<file path="src/sv/pac_pkg.sv">
package pac_pkg;

    // Field and datapath widths
    localparam int COORD_W = 16;
    localparam int SUMC_W  = 17;   // sum of two coordinates
    localparam int PROD_W  = 32;   // one coordinate product
    localparam int CR_W    = 33;   // edge cross term, Q.16
    localparam int MTERM_W = 50;   // cross term times coordinate sum, Q.24
    localparam int AREA_W  = 43;
    localparam int ABS_W   = 42;
    localparam int MOM_W   = 59;
    localparam int MABS_W  = 59;   // magnitude of a moment sum
    localparam int DIV_W   = 46;   // 6 * |area|
    localparam int NUM_W   = 61;   // 2 * |moment| + 3 * |area|
    localparam int REM_W   = 64;   // remainder and shifted divisor
    localparam int QUO_W   = 17;   // quotient bits kept below the overflow check
    localparam int STEP_W  = 5;
    localparam logic [STEP_W-1:0] DIV_STEPS = 5'd17;

    // Centroid saturation limits
    localparam logic [QUO_W-1:0]   Q_POS_LIMIT = 17'd32767;
    localparam logic [QUO_W-1:0]   Q_NEG_LIMIT = 17'd32768;
    localparam logic [COORD_W-1:0] CENT_POS_SAT = 16'h7FFF;
    localparam logic [COORD_W-1:0] CENT_NEG_SAT = 16'h8000;

    // Polygon queue between accumulator and divider
    localparam int Q_DEPTH = 2;
    localparam int Q_PTR_W = 1;
    localparam int Q_CNT_W = 2;

    // Closed polygon sums handed to the back end
    typedef struct packed {
        logic [AREA_W-1:0] area;
        logic [MOM_W-1:0]  mom_x;
        logic [MOM_W-1:0]  mom_y;
        logic              ovf;
    } t_poly_sums;

    typedef enum logic [2:0] {
        BK_IDLE,
        BK_ABS,
        BK_INIT,
        BK_DIV,
        BK_DONE
    } t_back_state;

endpackage

</file>
<file path="src/sv/pac_back.sv">
module pac_back (
    input  logic                                i_clk,
    input  logic                                i_rst_n,
    input  logic                                i_q_empty,
    output logic                                o_q_pop,
    input  pac_pkg::t_poly_sums                 i_q_data,
    input  logic                                i_pop,
    output logic                                o_empty,
    output logic signed [pac_pkg::AREA_W-1:0]   o_double_signed_area,
    output logic [pac_pkg::ABS_W-1:0]           o_double_area_abs,
    output logic signed [pac_pkg::COORD_W-1:0]  o_centroid_x,
    output logic signed [pac_pkg::COORD_W-1:0]  o_centroid_y,
    output logic                                o_degenerate,
    output logic                                o_overflow
);

    pac_pkg::t_back_state               r_state, n_state;
    pac_pkg::t_poly_sums                r_sums;

    logic [pac_pkg::AREA_W-1:0]         r_aa;
    logic [pac_pkg::MABS_W-1:0]         r_mxa, r_mya;
    logic                               r_neg_x, r_neg_y, r_degen;
    logic [pac_pkg::REM_W-1:0]          r_rem_x, r_rem_y, r_dsh;
    logic [pac_pkg::QUO_W-1:0]          r_q_x, r_q_y;
    logic                               r_over_x, r_over_y;
    logic [pac_pkg::STEP_W-1:0]         r_step;
    logic                               r_out_valid;

    logic                               w_ge_x, w_ge_y, w_out_load;
    logic [pac_pkg::DIV_W-1:0]          w_div;
    logic [pac_pkg::NUM_W-1:0]          w_num_x, w_num_y;

    // Rounded quotient to Q7.8 with sign and saturation
    function automatic logic [pac_pkg::COORD_W-1:0] sat_cent(
        input logic [pac_pkg::QUO_W-1:0] q,
        input logic                      over,
        input logic                      neg
    );
        logic [pac_pkg::QUO_W-1:0] negq;
        negq = '0 - q;
        if (neg) begin
            if (over || (q > pac_pkg::Q_NEG_LIMIT)) begin
                sat_cent = pac_pkg::CENT_NEG_SAT;
            end else begin
                sat_cent = negq[pac_pkg::COORD_W-1:0];
            end
        end else begin
            if (over || (q > pac_pkg::Q_POS_LIMIT)) begin
                sat_cent = pac_pkg::CENT_POS_SAT;
            end else begin
                sat_cent = q[pac_pkg::COORD_W-1:0];
            end
        end
    endfunction

    // State register
    always_ff @(posedge i_clk) begin
        if (!i_rst_n) begin
            r_state <= pac_pkg::BK_IDLE;
        end else begin
            r_state <= n_state;
        end
    end

    // Next state and queue pop
    always_comb begin
        n_state    = r_state;
        o_q_pop    = 1'b0;
        w_out_load = 1'b0;
        case (r_state)
            pac_pkg::BK_IDLE: begin
                if (!i_q_empty) begin
                    o_q_pop = 1'b1;
                    n_state = pac_pkg::BK_ABS;
                end
            end
            pac_pkg::BK_ABS: begin
                n_state = pac_pkg::BK_INIT;
            end
            pac_pkg::BK_INIT: begin
                n_state = pac_pkg::BK_DIV;
            end
            pac_pkg::BK_DIV: begin
                if (r_step == '0) begin
                    n_state = pac_pkg::BK_DONE;
                end
            end
            pac_pkg::BK_DONE: begin
                if (!r_out_valid || i_pop) begin
                    w_out_load = 1'b1;
                    n_state    = pac_pkg::BK_IDLE;
                end
            end
            default: begin
                n_state = pac_pkg::BK_IDLE;
            end
        endcase
    end

    // Divisor 6*|A| and numerators 2*|M| + 3*|A|
    assign w_div   = (pac_pkg::DIV_W'(r_aa) << 1) + (pac_pkg::DIV_W'(r_aa) << 2);
    assign w_num_x = (pac_pkg::NUM_W'(r_mxa) << 1) + pac_pkg::NUM_W'(r_aa)
                   + (pac_pkg::NUM_W'(r_aa) << 1);
    assign w_num_y = (pac_pkg::NUM_W'(r_mya) << 1) + pac_pkg::NUM_W'(r_aa)
                   + (pac_pkg::NUM_W'(r_aa) << 1);

    assign w_ge_x = (r_rem_x >= r_dsh);
    assign w_ge_y = (r_rem_y >= r_dsh);

    // Divider datapath: both centroid lanes share the shifted divisor
    always_ff @(posedge i_clk) begin
        case (r_state)
            pac_pkg::BK_IDLE: begin
                if (!i_q_empty) begin
                    r_sums <= i_q_data;
                end
            end
            pac_pkg::BK_ABS: begin
                r_aa    <= r_sums.area[pac_pkg::AREA_W-1] ? ('0 - r_sums.area) : r_sums.area;
                r_mxa   <= r_sums.mom_x[pac_pkg::MOM_W-1] ? ('0 - r_sums.mom_x) : r_sums.mom_x;
                r_mya   <= r_sums.mom_y[pac_pkg::MOM_W-1] ? ('0 - r_sums.mom_y) : r_sums.mom_y;
                r_neg_x <= r_sums.mom_x[pac_pkg::MOM_W-1] ^ r_sums.area[pac_pkg::AREA_W-1];
                r_neg_y <= r_sums.mom_y[pac_pkg::MOM_W-1] ^ r_sums.area[pac_pkg::AREA_W-1];
                r_degen <= (r_sums.area == '0);
            end
            pac_pkg::BK_INIT: begin
                r_rem_x <= pac_pkg::REM_W'(w_num_x);
                r_rem_y <= pac_pkg::REM_W'(w_num_y);
                r_dsh   <= pac_pkg::REM_W'(w_div) << pac_pkg::DIV_STEPS;
                r_step  <= pac_pkg::DIV_STEPS;
                r_q_x   <= '0;
                r_q_y   <= '0;
            end
            pac_pkg::BK_DIV: begin
                // First step only checks whether the quotient exceeds 17 bits
                if (r_step == pac_pkg::DIV_STEPS) begin
                    r_over_x <= w_ge_x;
                    r_over_y <= w_ge_y;
                end else begin
                    r_q_x <= {r_q_x[pac_pkg::QUO_W-2:0], w_ge_x};
                    r_q_y <= {r_q_y[pac_pkg::QUO_W-2:0], w_ge_y};
                    if (w_ge_x) begin
                        r_rem_x <= r_rem_x - r_dsh;
                    end
                    if (w_ge_y) begin
                        r_rem_y <= r_rem_y - r_dsh;
                    end
                end
                r_dsh  <= r_dsh >> 1;
                r_step <= r_step - 1'b1;
            end
            default: begin
            end
        endcase
    end

    // Result register
    always_ff @(posedge i_clk) begin
        if (!i_rst_n) begin
            r_out_valid <= 1'b0;
        end else if (w_out_load) begin
            r_out_valid <= 1'b1;
        end else if (i_pop) begin
            r_out_valid <= 1'b0;
        end
    end

    always_ff @(posedge i_clk) begin
        if (w_out_load) begin
            o_double_signed_area <= r_sums.area;
            o_double_area_abs    <= r_aa[pac_pkg::ABS_W-1:0];
            o_centroid_x         <= r_degen ? '0 : sat_cent(r_q_x, r_over_x, r_neg_x);
            o_centroid_y         <= r_degen ? '0 : sat_cent(r_q_y, r_over_y, r_neg_y);
            o_degenerate         <= r_degen;
            o_overflow           <= r_sums.ovf;
        end
    end

    assign o_empty = !r_out_valid;

endmodule

</file>
<file path="config.mk">
export PLATFORM = sky130hd
export DESIGN_NAME = pac_back
export DESIGN_NICKNAME = d
export VERILOG_FILES = /design/src/sv/pac_pkg.sv /design/src/sv/pac_back.sv
export SDC_FILE = /design/constraint.sdc
export NUM_CORES = 2
export LEC_CHECK = 0
export BUFFER_PORTS_ARGS = -buffer_cell sky130_fd_sc_hd__buf_2
export CORE_MARGIN = 10
export CORE_UTILIZATION = 25
export CTS_BUF_LIST = sky130_fd_sc_hd__clkbuf_16
export DETAILED_ROUTE_END_ITERATION = 16
export GPL_TIMING_DRIVEN = 0
export MAX_ROUTING_LAYER = met4
export PLACE_DENSITY = 0.48
export SETUP_SLACK_MARGIN = 0.3
export SLEW_MARGIN = 20
export SYNTH_ARGS = -nofsm -noshare
export SYNTH_HDL_FRONTEND = slang
export SYNTH_SLANG_ARGS = --single-unit
</file>
<file path="constraint.sdc">
create_clock -name i_clk -period 23 [get_ports i_clk]
set_input_delay 2.3 -clock i_clk [delete_from_list [all_inputs] [get_ports i_clk]]
set_output_delay 2.3 -clock i_clk [all_outputs]
set_load 0.01 [all_outputs]
</file>
==> flow_summary_export.csv <==
group,metric,value,unit
outcome,status,"completed",
floorplan,die_width,441,µm
yosys,synth.top_cell.area_share,45.9,%
yosys,synth_largest_area_cell,"edfxtp_1",
critical_path,required,23420,ps
yosys,synth_common_cells,"edfxtp_1, a21oi_1, nand2_1",
clock_network,clockBufferDepth,3,
power,peakVddDrop,0.0563,mV
placed_design,hpwlAfterDp,125000,µm
timing,hold_violations,0,
clock_network,cts_resized,0,
critical_path,endpoint_kind,"register",
floorplan,num_rows,154,
clock_network,insertion_delay,740,ps
timing,fmax,159,MHz
clock_network,cts_tree,"done",
timing,rsz0062_at_grt,"no",
critical_path,cp.arrival,6700,ps
timing,fin_skew,86.3,ps
timing,maxSlewHeadroom,26.3,%
critical_path,worst-setup-path-type,"in2reg",
global_route,grt_max_degree,35,
timing,setup_viol,0,
yosys,synth-async-reset-ratio,0,%
layout,final_util,29.8,%
yosys,ys.flop_type,"edfxtp_1",
yosys,netlist_area,44300,µm²
global_route,grt_pass1_vias,35200,
placed_design,place_congestion,0.899,
layout,fill_cells,18400,
yosys,ys_ff_latch,681,
routing,drt-total-wl,154000,µm
clock_network,clkTransAtPathRegs,60,ps
floorplan,ios,287,
clock_network,cts.hold.buffers_added,0,
yosys,syn-num-nets,4749,
yosys,synth_edf_count,677,
routing,first_pass_iters,5,
clock_network,cts_htree_levels,3,
run,maxCapViolations,0,
routing,vias,34800,
floorplan,initial_core_util,25.1,%
yosys,yosysMostFrequentCell,"edfxtp_1",
layout,areaGrowthSynthToFinish,18.5,%
timing,worst_pin_slew,1110,ps
power,leakage,19.5,nW
critical_path,worstSetupStartpointType,"input pin",
global_route,grt_pass1_wl,227000,µm
timing,tns,0,ps
floorplan,core,176000,µm²
timing,min_period,6280,ps
layout,nets,5186,
clock_network,cts_setup_buffers,0,
yosys,yosysWarnings,0,
clock_network,cts-root-buf,"clkbuf_16",
power,p_per_area,86.6,nW/µm²
layout,seq_area,20400,µm²
timing,min_period_over_period,27.3,%
layout,instances_no_fill,7100,
yosys,synthTopCellsByArea,"edfxtp_1, ha_1, xnor2_1, a21oi_1, fa_1",
timing,slew_viol_final,0,
floorplan,dieHeight,441,µm
critical_path,crit_fanout,8,
routing,ant_nets,0,
placed_design,port_buffers,286,
layout,multi_input_area,22700,µm²
yosys,syn_inst,4227,
yosys,post_synth.cell_area_avg,10.5,µm²
global_route,grt_use_total,15.9,%
placed_design,dpl.cell_count,6918,
clock_network,clock-sinks,681,
yosys,synth.distinct_cells,84,
global_route,grt.overflow.total,0,
routing,drt_iter0_drc,2749,
yosys,seq_area_frac_synth,46.1,%
floorplan,dieArea,194000,µm²
layout,drive_gt1_share,11.7,%
clock_network,numCtsBuffers,84,
worst_hold_path,hp-class,"reg2reg",
routing,avgRoutedWirePerCell,21.7,µm
routing,viasPerCell,4.90,
global_route,antenna_found_initial,25,
routing,drc,0,
[stage by stage]
| step | area [µm²] | hold slack [ps] | power, mW | worst slack (ps) |
|---|---|---|---|---|
| 6_report | 52400 | 425 | 4.54 | 16720 |
| 5_1_grt | 52400 | 437 | 4.79 | 16270 |
| 3_5_place_dp | 49400 | 424 | 3.11 | 15820 |
| 3_3_place_gp | 48600 | 410 | 3.13 | -7500 |
| 4_1_cts | 52400 | 425 | 4.57 | 16610 |
| 2_1_floorplan | 44300 | 400 | 2.62 | 2930 |
[registers in the layout, summed over array words and instances, names as in the netlist, 16 cells and up]
| register | cells |
|---|---|
| r_mya | 59 |
| r_mxa | 59 |
| r_dsh | 63 |
| r_rem_x | 64 |
| r_rem_y | 64 |
| r_q_x | 17 |
| r_q_y | 17 |
| o_centroid_y | 16 |
| r_aa | 43 |
| o_centroid_x | 16 |
| o_double_area_abs | 42 |
| o_double_signed_area | 43 |
| r_sums | 162 |
[routing by layer]
layer	up-vias	GRT usage [%]	routed length, µm
met5	-	-	0
met4	0	4.53	4360
met3	202	2.79	8530
met2	987	25.3	71100
met1	16900	20.6	70400
li1	16700	-	-
[layout by cell type, fill, tap and decap left out, drive strengths merged, types with 54 or more instances in the layout]
cell and n:
edfxtp 677, a21oi 368, buf 360, nand2 346
o21ai 301, xnor2 285, nor2 279, ha 267
clkbuf 244, inv 190, a21o 146, xor2 121
fa 89, nand4 88, nand3 70, nor3 70
o31ai 62, a31oi 58, o21bai 58, and2 54
[critical path: stages]
cell and delay (ps):
buf_2 120, nor4_2 150, buf_4 240, buf_2 230, buf_2 220, buf_2 200, buf_2 170, buf_2 210
buf_2 230, buf_2 220, buf_2 230, buf_4 180, buf_2 210, buf_2 240, buf_2 250, buf_2 240
buf_4 180, buf_2 210, buf_4 190, buf_2 200, buf_2 240
[worst paths after layout]
| check | startpoint | end | slack (ps) | depth (start not counted) |
|---|---|---|---|---|
| setup / recovery | i_q_empty | r_sums[63] | 16720 | 21 |
| hold / removal | r_sums[0] | o_overflow | 430 | 0 |
| setup reg to reg | r_aa[2] | r_rem_y[59] | 17250 | 13 |
| hold reg to reg | r_sums[0] | o_overflow | 430 | 0 |
[layout make-up]
type	instances	share of cell area, %
flip-flops and latches	681	38.9
inverters	173	1.24
well taps	2340	5.58
clock inverters	72	1.65
clock buffers	85	4.06
plain buffers	168	1.22
diodes	25	0.119
repair buffers	351	3.99
multi-input cells	3205	43.2
[cells by family (layout without fill, tap and decap cells)]
kind of cell / after synthesis / after routing / share of synthesized area, %
AO/OA/AOI/OAI: 1240 / 1240 / 17.6
other: 0 / 25 / 0
flip-flops: 681 / 681 / 46.1
XOR/XNOR: 406 / 406 / 8.03
buffers and inverters: 341 / 849 / 2.89
adder cells (fa/ha/maj): 356 / 356 / 11.6
multiplexers: 21 / 21 / 0.478
AND/OR/NAND/NOR: 1182 / 1182 / 13.3
[power by group]
part / switching (mW) / internal [mW]
Clock: 0.584 / 0.842
Combinational: 0.969 / 0.543
Sequential: 0.0823 / 1.52
No activity file was read; power rests on OpenSTA's default activity.
