`config.mk`:
```
export PLATFORM = sky130hd
export DESIGN_NAME = pac_fifo
export DESIGN_NICKNAME = d
export VERILOG_FILES = /design/src/sv/pac_pkg.sv /design/src/sv/pac_fifo.sv
export SDC_FILE = /design/constraint.sdc
export NUM_CORES = 1
export LEC_CHECK = 0
export ABC_AREA = 1
export BUFFER_PORTS_ARGS = -buffer_cell sky130_fd_sc_hd__buf_2
export CORE_UTILIZATION = 50
export DETAILED_ROUTE_END_ITERATION = 6
export GPL_TIMING_DRIVEN = 0
export HOLD_SLACK_MARGIN = 0.12
export PLACE_DENSITY = 0.77
export SYNTH_ARGS = -nofsm -noshare
export SYNTH_HDL_FRONTEND = slang
export SYNTH_SLANG_ARGS = --single-unit
```
`constraint.sdc`:
```
create_clock -name i_clk -period 16.2 [get_ports i_clk]
set_input_delay 0.81 -clock i_clk [delete_from_list [all_inputs] [get_ports i_clk]]
set_output_delay 0.81 -clock i_clk [all_outputs]
set_load 0.02 [all_outputs]
```
`src/sv/pac_pkg.sv`:
```
package pac_pkg;

    // Field and datapath widths
    localparam int COORD_W = 16;
    localparam int SUMC_W  = 17;   // sum of two coordinates
    localparam int PROD_W  = 32;   // one coordinate product
    localparam int CR_W    = 33;   // edge cross term, Q.16
    localparam int MTERM_W = 50;   // cross term times coordinate sum, Q.24
    localparam int AREA_W  = 43;
    localparam int ABS_W   = 42;
    localparam int MOM_W   = 59;
    localparam int MABS_W  = 59;   // magnitude of a moment sum
    localparam int DIV_W   = 46;   // 6 * |area|
    localparam int NUM_W   = 61;   // 2 * |moment| + 3 * |area|
    localparam int REM_W   = 64;   // remainder and shifted divisor
    localparam int QUO_W   = 17;   // quotient bits kept below the overflow check
    localparam int STEP_W  = 5;
    localparam logic [STEP_W-1:0] DIV_STEPS = 5'd17;

    // Centroid saturation limits
    localparam logic [QUO_W-1:0]   Q_POS_LIMIT = 17'd32767;
    localparam logic [QUO_W-1:0]   Q_NEG_LIMIT = 17'd32768;
    localparam logic [COORD_W-1:0] CENT_POS_SAT = 16'h7FFF;
    localparam logic [COORD_W-1:0] CENT_NEG_SAT = 16'h8000;

    // Polygon queue between accumulator and divider
    localparam int Q_DEPTH = 2;
    localparam int Q_PTR_W = 1;
    localparam int Q_CNT_W = 2;

    // Closed polygon sums handed to the back end
    typedef struct packed {
        logic [AREA_W-1:0] area;
        logic [MOM_W-1:0]  mom_x;
        logic [MOM_W-1:0]  mom_y;
        logic              ovf;
    } t_poly_sums;

    typedef enum logic [2:0] {
        BK_IDLE,
        BK_ABS,
        BK_INIT,
        BK_DIV,
        BK_DONE
    } t_back_state;

endpackage

```
`src/sv/pac_fifo.sv`:
```
module pac_fifo (
    input  logic                i_clk,
    input  logic                i_rst_n,
    input  logic                i_push,
    input  pac_pkg::t_poly_sums i_data,
    output logic                o_full,
    input  logic                i_pop,
    output pac_pkg::t_poly_sums o_data,
    output logic                o_empty
);

    pac_pkg::t_poly_sums               r_mem [pac_pkg::Q_DEPTH];
    logic [pac_pkg::Q_PTR_W-1:0]       r_wr_ptr, r_rd_ptr;
    logic [pac_pkg::Q_CNT_W-1:0]       r_cnt;
    logic                              w_wr, w_rd;

    assign o_full  = (r_cnt == pac_pkg::Q_CNT_W'(pac_pkg::Q_DEPTH));
    assign o_empty = (r_cnt == '0);
    assign w_wr    = i_push && !o_full;
    assign w_rd    = i_pop && !o_empty;
    assign o_data  = r_mem[r_rd_ptr];

    // Pointers and fill level
    always_ff @(posedge i_clk) begin
        if (!i_rst_n) begin
            r_wr_ptr <= '0;
            r_rd_ptr <= '0;
            r_cnt    <= '0;
        end else begin
            if (w_wr) begin
                r_wr_ptr <= r_wr_ptr + 1'b1;
            end
            if (w_rd) begin
                r_rd_ptr <= r_rd_ptr + 1'b1;
            end
            if (w_wr && !w_rd) begin
                r_cnt <= r_cnt + 1'b1;
            end else if (w_rd && !w_wr) begin
                r_cnt <= r_cnt - 1'b1;
            end
        end
    end

    // Storage
    always_ff @(posedge i_clk) begin
        if (w_wr) begin
            r_mem[r_wr_ptr] <= i_data;
        end
    end

endmodule

```
==> results of run 1 <==
worst reg2reg max path: cells and delay by family (launching register included):
family,cells,cell delay [ns]
AOI/OAI and AO/OA,1,0.32
and+or+nand+nor,1,0.54
buffers and inverters,4,0.86
DFF,1,0.40
report_power, final:
part / internal, W / switching (W) / total (W) / leakage (nW)
logic: 0.000291 / 0.000390 / 0.000681 / 2.49
registers: 0.00107 / 0.0000274 / 0.00110 / 3.06
clock network: 0.000449 / 0.000288 / 0.000737 / 0.532
total: 0.00181 / 0.000705 / 0.00252 / 6.08
per-layer routing:
metal	global-route usage	up-vias
met3	0.0623	48
met4	0.0655	0
met1	0.184	3035
met5	0	-
met2	0.336	247
li1	-	2901
stage by stage:
stage	hold WS, ns	power [W]	cells	area, sq um	util
after floorplan	0.467	0.00160	542	12200	-
final	0.500	0.00252	1262	15700	0.660
after CTS	0.477	0.00255	1262	15700	0.660
after global placement	0.482	0.00182	1190	14300	0.602
after detailed placement	0.531	0.00181	1202	14600	0.614
after global routing	0.477	0.00262	1262	15700	0.660
final cells by class:
cell class | instances | area [sq um] | area share
plain buffers | 18 | 153 | 0.00974
clock buffers | 44 | 962 | 0.0614
clock inverters | 16 | 119 | 0.00759
inverters | 9 | 33.8 | 0.00216
multi-input cells | 186 | 2250 | 0.143
flip-flops and latches | 329 | 9830 | 0.627
well taps | 319 | 399 | 0.0255
repair buffers | 341 | 1920 | 0.123
path summary, 6_finish.rpt:
kind	slack, ns	end	cells after the start
setup / recovery	13.55	o_data[82]	5
hold / removal	0.50	r_mem[0][18]	1
setup reg to reg	13.78	r_mem[0][76]	6
hold reg to reg	0.54	r_rd_ptr	2
state kept, by name (all words and copies together), names as in the netlist, named ones only:
register,flops
r_rd_ptr,1
r_cnt,2
r_wr_ptr,1
r_mem,324
cells in the mapped netlist (all sizes together):
master  instances
a21oi           1
buf            18
dfxtp           5
edfxtp        324
ha              1
inv             9
mux2          162
nand2           6
nand3           1
nand4           1
nor2           11
o21ai           3
placed cells by master, fill, tap and decap left out, types with 6 or more instances in the layout:
cell	instances
mux2_2	82
buf_2	337
buf_6	10
clkbuf_1	6
inv_1	9
nor2_1	9
mux2_4	80
clkbuf_16	37
buf_12	7
edfxtp_1	324
nand2_1	6
clkinv_1	9
cell families (layout without fill, tap and decap cells):
logic type	after synthesis	after routing	share of synthesized area
buffers and inverters	27	428	0.0152
flip-flops	329	329	0.803
AND/OR/NAND/NOR	19	19	0.00613
multiplexers	162	162	0.173
adder cells (fa/ha/maj)	1	1	0.00102
AO/OA/AOI/OAI	4	4	0.00163
==> metrics, run 1 <==
status completed; Worst path slowest cell dfxtp_1; root buffer cell clkbuf_16; chip height 159 um; RePlAce Congestion 0.737; layout cell share with drive strength beyond 1 0.602; relative slew slack 0.456; Worst Path Arrival 1.84 ns; area leader, netlist edfxtp_1; Die X 159 um; met3 routed WL 2040 um; Final period util 0.164; largest net degree at the start of global routing 33; grt total ovfl 0; vias in the first global route 6,563; CTS max path bufs 3; setup repair after global routing missed its margin no; H-tree Lvls 2; CTS resizes 0; FMAX 0.377 GHz; CP max FO 10; Starting Density 0.516; Worst Setup Start Kind flop; Setup Crit Path Kind reg2out; Least-Margin Pin Slew 0.807 ns; IR Drop Worst-Case VDD 0.000159 V; synthesized area 0.0122 sq mm; Slew Limit Fails 0; syn_nets 709; via count 6,231; Final min period 2.65 ns; first-pass GRT wire length 33,700 um; CP Buf/Inv Count 4; endpoint class of the critical path output pin; worst skew pair latency 0.49 ns; CORE AREA 0.0238 sq mm; setup ws final 13.55 ns; synthesized area per cell 22.6 sq um; clk sink count 329; Residual DRC 0; DP HPWL 16,400 um; Top cell by count, worst path buf_6; # IOs 330; pre-CTS WS 13.29 ns; Yosys cell types 14; top sig layer met4; CTS tree done; Die Area 0.0251 sq mm; Nets 1,086; Area Overhead vs Synth 27.9%; Worst Skew 0.00901 ns; FILL cells 1,583; worst r2r src r_cnt[0]; IO Port Bufs 329; worst hold start i_data[18]; TritonCTS buffer count 34; sequential area share after synthesis 0.803; most area-consuming cells after synthesis edfxtp_1 (79%), mux2_4 (9.8%), mux2_2 (7.5%); Rows 56; postcts setup bufs 0; Worst EP required 15.39 ns; hold-fix buffers at CTS 0; MaxCap Viol Count 0; Power Density 161 mW/mm^2; CP cell instances buf_6, buf_6, buf_6, mux2_4, buf_2; max incr delay on CP 0.32 ns; setup violators final 0; TritonRoute pass-1 iters 6; initial antenna violation count 1; wire per inst 18.3 um; routed length on met2 12,300 um; global-route usage over all layers 0.180; Setup TNS Final 0 ns; n_diodes 0; Hold Fails Final Rpt 0; post-DR vias/cell 4.94; Initial DRC Count 216; synth warn 0; Leak 6.08 nW; post-route ant nets 0; Synth Instances 542; final WL 23,100 um; Seq cells post-synth 329; Top Family by Delay on Critical Path buffers and inverters; Met1 Routed Length 8130 um; Hold Crit Class in2reg; clock transition at the registers of the reported paths 0.06 ns; Synth top area share 0.794
No activity file was read; power rests on OpenSTA's default activity.
==> run 2, diff against run 1 <==
==> constraint.sdc (replaced) <==
create_clock -name i_clk -period 2.5 [get_ports i_clk]
set_input_delay 0.125 -clock i_clk [delete_from_list [all_inputs] [get_ports i_clk]]
set_output_delay 0.125 -clock i_clk [all_outputs]
set_load 0.02 [all_outputs]
==> run 2 against run 1 <==
- final cell count rose by 13%
- global-route usage is 3.7 points higher
- combinational power rose to 6.9 times the previous value
- first-iteration DRC count is 84% higher
- utilization grew 7.1 points
- register-to-register slack lost 13 ns
- sequential power increased to 6.5 times the previous value
- critical endpoint is now r_mem[1][115]
- die area stayed put
- sequential share of layout area fell by 6.1 points
==> metrics, run 2 (synthesis gave the netlist of run 1 again) <==
hold path cells 2 (+1); chip height 159 um (unchanged); TritonCTS buffer count 34 (unchanged); vias in the first global route 7,642 (+16%); clk sink count 329 (unchanged); MaxCap Viol Count 0 (unchanged); H-tree Lvls 2 (unchanged); most common cell after layout, fill and taps aside buf_2; # IOs 330 (unchanged); worst skew pair latency 0.50 ns (about the same); CORE AREA 0.0238 sq mm (unchanged); RePlAce Congestion 0.734 (-0.41%); setup violators final 0 (unchanged); Starting Density 0.516 (unchanged); clock transition at the registers of the reported paths 0.06 ns (about the same); layout cell share with drive strength beyond 1 0.518 (-0.0843); R2R Path End r_mem[1][115]; CTS resizes 0 (unchanged); CTS tree done; worst hold start i_data[40]; FMAX 0.482 GHz; post-DR vias/cell 4.90 (-0.74%); endpoint class of the critical path flop; Hold Crit Class in2reg; Placed Area 0.0146 sq mm (about the same); worst-case reg-to-reg path depth 6 (unchanged); Power Density 968 mW/mm^2 (+500%); Slew Limit Fails 0 (unchanged); commonest cells after routing, fill and taps aside buf_2 (337), edfxtp_1 (324), dlygate4sd3_1 (165); Leak 6.77 nW (+11%); IR Drop Worst-Case VDD 0.000645 V (+310%); Largest register FFs 324 (unchanged); status completed; WHS 0.349 ns (-0.150 ns); Worst Setup Start Kind flop; DP HPWL 16,700 um (+1.4%); relative slew slack 0.569 (+0.112); wire per inst 19.4 um (+5.9%); Worst Skew 0.0113 ns (+0.00232 ns); Area Overhead vs Synth 41.7%; final core occ 0.731 (+0.0709); setup repair after global routing missed its margin no; via count 7,018 (+13%); largest reg by FF count r_mem; TritonRoute pass-1 iters 5 (-1); Die X 159 um (unchanged); CP max FO 29 (+19); IO Port Bufs 329 (unchanged); Initial DRC Count 398 (+84%); Worst Path Arrival 2.27 ns (+0.43 ns); Final Cell Area 0.0174 sq mm (+11%); grt total ovfl 0 (unchanged); Final period util 0.830; first-pass GRT wire length 40,400 um (+20%); worst r2r src r_cnt[1]; initial antenna violation count 5 (+4); Final min period 2.08 ns; root buffer cell clkbuf_16; global-route usage over all layers 0.217 (+0.0370); largest net degree at the start of global routing 30 (-9.1%); Rows 56 (unchanged); register-to-register setup slack 0.42 ns (-13.36 ns); Setup Crit Path Kind reg2reg; Residual DRC 0 (unchanged); Hold Fails Final Rpt 0 (unchanged); biggest regs r_mem: 324 flops, r_cnt: 2 flops; CTS max path bufs 3 (unchanged); Least-Margin Pin Slew 0.645 ns (-0.162 ns); Die Area 0.0251 sq mm (unchanged); Worst EP required 2.69 ns (-12.70 ns); Nets 1,251 (+15%); Hold EP r_mem[0][40]; postcts setup bufs 0 (unchanged); final WL 27,700 um (+20%); post-route ant nets 0 (unchanged)
[run 2: stage by stage]
stage	setup slack [ns]	cells	total power [W]	TNS, ns
2_1_floorplan	-0.791	542	0.0102	-253.29
3_3_place_gp	-2.10	1190	0.0115	-672.50
3_5_place_dp	0.421	1202	0.0117	0
4_1_cts	0.404	1427	0.0168	0
5_1_grt	0.312	1432	0.0174	0
6_report	0.424	1432	0.0168	0
[run 2: worst max path at each step]
stage                     startpoint            end  slack (ns)  cells after the start
after floorplan             r_cnt[1]    r_mem[0][0]       -0.79                      3
after global placement      r_cnt[1]   r_mem[0][70]       -2.10                      3
after detailed placement    r_cnt[1]   r_mem[0][70]        0.42                      6
after CTS                   r_cnt[1]   r_mem[0][70]        0.40                      6
after global routing        r_cnt[1]  r_mem[0][109]        0.31                      6
final                       r_cnt[1]  r_mem[1][115]        0.42                      6
[run 2: where the power goes]
part | internal (W) | leakage (nW) | switching, W | total, W
combinational | 0.00206 | 3.17 | 0.00264 | 0.00470
clock | 0.00296 | 0.533 | 0.00196 | 0.00492
sequential | 0.00697 | 3.06 | 0.000202 | 0.00717
[run 2: repair_timing]
| item | in CTS | in global routing |
|---|---|---|
| setup endpoints to repair | 0 | 0 |
| endpoints found under the hold margin | 329 | 0 |
| hold buffers | 165 | 0 |
[run 2: worst max-delay path, cell delays in order, from the launching register on]
cell and delay (ns):
dfxtp_2 0.34, inv_2 0.08, o21ai_4 0.08, nor2_4 0.51, buf_12 0.28, buf_12 0.23, buf_12 0.23
[run 2: layer usage]
metal,vias up,GRT usage,routed length [um]
met5,-,0,0
met4,0,0.0682,608
met3,46,0.0615,2160
met2,293,0.418,15300
met1,3441,0.225,9660
li1,3238,-,-
[run 2: layout make-up]
| class | instances | area, sq um |
|---|---|---|
| Multi-Input combinational cell | 186 | 2260 |
| Buffer | 18 | 153 |
| Fill cell | 1346 | 6400 |
| Sequential cell | 329 | 9830 |
| Clock inverter | 12 | 106 |
| Tap cell | 319 | 399 |
| Antenna cell | 5 | 12.5 |
| Timing Repair Buffer | 506 | 3570 |
| Inverter | 9 | 33.8 |
| Clock buffer | 48 | 987 |
==> run 3, diff against run 2 <==
--- a/config.mk
+++ b/config.mk
@@ -5,13 +5,13 @@
 export SDC_FILE = /design/constraint.sdc
 export NUM_CORES = 1
 export LEC_CHECK = 0
-export ABC_AREA = 1
+export ABC_AREA = 0
 export BUFFER_PORTS_ARGS = -buffer_cell sky130_fd_sc_hd__buf_2
-export CORE_UTILIZATION = 50
+export CORE_UTILIZATION = 47
 export DETAILED_ROUTE_END_ITERATION = 6
 export GPL_TIMING_DRIVEN = 0
 export HOLD_SLACK_MARGIN = 0.12
-export PLACE_DENSITY = 0.77
+export PLACE_DENSITY = 0.75
 export SYNTH_ARGS = -nofsm -noshare
 export SYNTH_HDL_FRONTEND = slang
 export SYNTH_SLANG_ARGS = --single-unit
==> constraint.sdc (replaced) <==
create_clock -name i_clk -period 1.85 [get_ports i_clk]
set_input_delay 0.0925 -clock i_clk [delete_from_list [all_inputs] [get_ports i_clk]]
set_output_delay 0.0925 -clock i_clk [all_outputs]
set_load 0.02 [all_outputs]
==> run 3 against run 2 <==
- the flow now finishes with violations (negative setup slack)
- worst hold slack got worse by 0.037 ns
- non-clock buffer count rose by 7
- clock skew rose by 0.0028 ns
- die area grew 6.2%
- area after synthesis about the same
- synthesized cell count decreased by 2.4%
- utilization down 1.7 points
- global-route usage down 0.76 points
- routed wire length increased by 11%
- final cell count fell by 0.28%
- register-to-register slack worse by 0.37 ns
- critical path type is now reg2out
- largest cell class unchanged
- largest power group unchanged
==> metrics, run 3 <==
Seq cells post-synth 329 (unchanged); asr flop ratio synth 0 (unchanged); syn_nets 696 (-1.8%); Synth top area share 0.795 (about the same); Post-synth top flop edfxtp_1; WHS 0.313 ns (-0.0368 ns); most common cell after layout, fill and taps aside edfxtp_1; failing checks negative setup slack; Worst Setup Start Kind flop; Worst Path Arrival 1.80 ns (-0.47 ns); Synth top cells by count edfxtp_1 (324), mux2_2 (82), mux2_4 (80); largest net degree at the start of global routing 65 (+120%); post-DR vias/cell 5.03 (+2.6%); CTS max path bufs 3 (unchanged); P_int 0.0175 W (+46%); vias in the first global route 7,685 (+0.56%); biggest regs r_mem: 324 flops, r_cnt: 2 flops; Largest register FFs 324 (unchanged); Worst EP required 1.76 ns (-0.93 ns); H-tree Lvls 2 (unchanged); grt total ovfl 0 (unchanged); FMAX 0.527 GHz; commonest cells after routing, fill and taps aside edfxtp_1 (324), buf_2 (247), dlygate4sd3_1 (165); Post-synth EDFFs 324 (unchanged); Final period util 1.03; setup repair after global routing missed its margin yes; TritonRoute pass-1 iters 4 (-1); Hold Fails Final Rpt 0 (unchanged); worst skew pair latency 0.50 ns (about the same); CTS tree done; clock transition at the registers of the reported paths 0.06 ns (about the same); Yosys cell types 21 (+7); Placed Cells 1,200 (-0.17%); Final Cell Area 0.0181 sq mm (+4.5%); CP max FO 10 (-66%); worst hold start i_data[28]; Leak 7.01 nW (+3.5%); Placed Area 0.0146 sq mm (+0.32%); sequential area share after synthesis 0.803 (about the same); MaxCap Viol Count 0 (unchanged); Die Area 0.0267 sq mm (+6.2%); IR Drop Worst-Case VDD 0.00117 V (+81%); Sequential Power Share 0.389 (-0.038); Residual DRC 0 (unchanged); area leader, netlist edfxtp_1; root buffer cell clkbuf_16; Hold EP r_mem[0][28]; largest reg by FF count r_mem; top-count cell post-synth edfxtp_1; Psw 0.00733 W (+53%); TritonCTS buffer count 34 (unchanged); CORE AREA 0.0254 sq mm (+6.9%); Hold Crit Class in2reg; Non-Filler Instances 1,428 (-0.28%); clk sink count 329 (unchanged); first-pass GRT wire length 41,900 um (+3.8%); Rows 58 (+3.6%); synthesized area 0.0122 sq mm (about the same); switching fraction of total power 0.295 (+0.00876); setup ws final -0.0463 ns (-0.470 ns); Nets 1,246 (-0.40%); FILL cells 1,473 (+9.4%); Worst Skew 0.0141 ns (+0.00281 ns); via count 7,183 (+2.4%); global-route usage over all layers 0.210 (-0.00755); Slew Limit Fails 0 (unchanged); post-route ant nets 0 (unchanged); endpoint class of the critical path output pin; layout cell share with drive strength beyond 1 0.525 (+0.00654); IO Port Bufs 329 (unchanged); most area-consuming cells after synthesis edfxtp_1 (79%), mux2_4 (9.8%), mux2_2 (7.5%); synth warn 0 (unchanged); Area Overhead vs Synth 48.1%; final WL 30,700 um (+11%); pre-CTS WS -0.452 ns (-0.874 ns); R2R Path End r_mem[0][103]; register-to-register setup slack 0.05 ns (-0.37 ns); Initial DRC Count 442 (+11%); final core occ 0.714 (-0.0169); Synth Instances 529 (-2.4%); Clk network pwr share 0.260 (-0.033); synthesized area per cell 23.1 sq um (+2.4%); chip height 163 um (+3.1%); setup violators final 88 (+88); RePlAce Congestion 0.714 (-2.8%); Starting Density 0.482 (-0.0337); worst-case reg-to-reg path depth 6 (unchanged); hold path cells 2 (unchanged); Power Density 1370 mW/mm^2 (+42%); worst r2r src r_cnt[0]; Comb pwr share 0.351 (+0.071); Least-Margin Pin Slew 0.455 ns (-0.190 ns); status finished with violations; Die X 163 um (+3.1%); Setup Crit Path Kind reg2out; n_diodes 0 (-5); relative slew slack 0.696 (+0.128); wire per inst 21.5 um (+11%); initial antenna violation count 0 (-5); DP HPWL 16,700 um (+0.34%); Final min period 1.90 ns; # IOs 330 (unchanged)
-- run 3: cell count changes after synthesis, moves of 2 or more --
cell     before  now
o21ai_0       3    1
inv_1         9    2
nor2_1       11    2
nand2_1       6    0
and2_1        0    3
xnor2_1       0    2
-- run 3: cell families (layout without fill, tap and decap cells) --
family	Yosys count	count (layout)	synth area share
adder cells (fa/ha/maj)	1	1	0.00102
XOR/XNOR	3	3	0.00215
buffers and inverters	20	588	0.0131
AO/OA/AOI/OAI	5	5	0.00266
flip-flops	329	329	0.803
multiplexers	162	162	0.174
AND/OR/NAND/NOR	9	10	0.00450
-- run 3: worst max-delay path by stage --
stage              from             to  depth (start not counted)
2_1_floorplan  r_cnt[0]    r_mem[0][0]                          3
3_3_place_gp   r_cnt[0]  r_mem[0][110]                          3
3_5_place_dp   r_cnt[0]  r_mem[0][132]                          9
4_1_cts            flop     o_data[11]                          5
5_1_grt            flop     o_data[43]                          5
6_report           flop     o_data[43]                          5
-- run 3: per-stage QoR --
| stage | TNS [ns] | power (W) |
|---|---|---|
| floorplan | -673.03 | 0.0144 |
| global placement | -1178.73 | 0.0159 |
| detailed placement | -18.41 | 0.0167 |
| CTS | -7.89 | 0.0241 |
| global route | -8.06 | 0.0257 |
| finish | -1.22 | 0.0248 |
-- run 3: worst max-delay path, stage by stage, from the launching register on --
cell	delay, ns
dfxtp_2	0.34
buf_12	0.14
buf_12	0.14
buf_12	0.14
mux2_2	0.35
buf_2	0.17
-- run 3: power groups by stage --
| stage | registers [W] | logic [W] | clock network (W) |
|---|---|---|---|
| after global placement | 0.00972 | 0.00619 | 0 |
| after detailed placement | 0.00975 | 0.00695 | 0 |
| after global routing | 0.00973 | 0.00911 | 0.00682 |
| after CTS | 0.00961 | 0.00798 | 0.00648 |
| after floorplan | 0.00980 | 0.00459 | 0 |
| final | 0.00967 | 0.00873 | 0.00645 |
-- run 3: layer usage --
metal / global-route usage / part of all wire / vias up
met5: 0 / 0 / -
met4: 0.0620 / 0.024 / 0
met3: 0.0518 / 0.078 / 60
met2: 0.391 / 0.54 / 336
met1: 0.234 / 0.36 / 3573
li1: - / - / 3214
-- run 3: timing repair --
action                                 4_1_cts  5_1_grt
endpoints found under the hold margin      329        0
resized for setup                          108      109
pin swaps                                    2        0
gates cloned                                 4        4
setup endpoints to repair                  359      214
setup buffers                                4        0
hold buffers                               165        0
-- run 3: area by class of cell --
class | instances | area, sq um | share of cell area
well taps | 330 | 413 | 0.0228
repair buffers | 513 | 4240 | 0.234
multi-input cells | 181 | 2290 | 0.126
plain buffers | 18 | 308 | 0.0170
inverters | 2 | 10.0 | 0.000552
clock inverters | 10 | 76.3 | 0.00421
flip-flops and latches | 329 | 9830 | 0.543
clock buffers | 45 | 956 | 0.0527
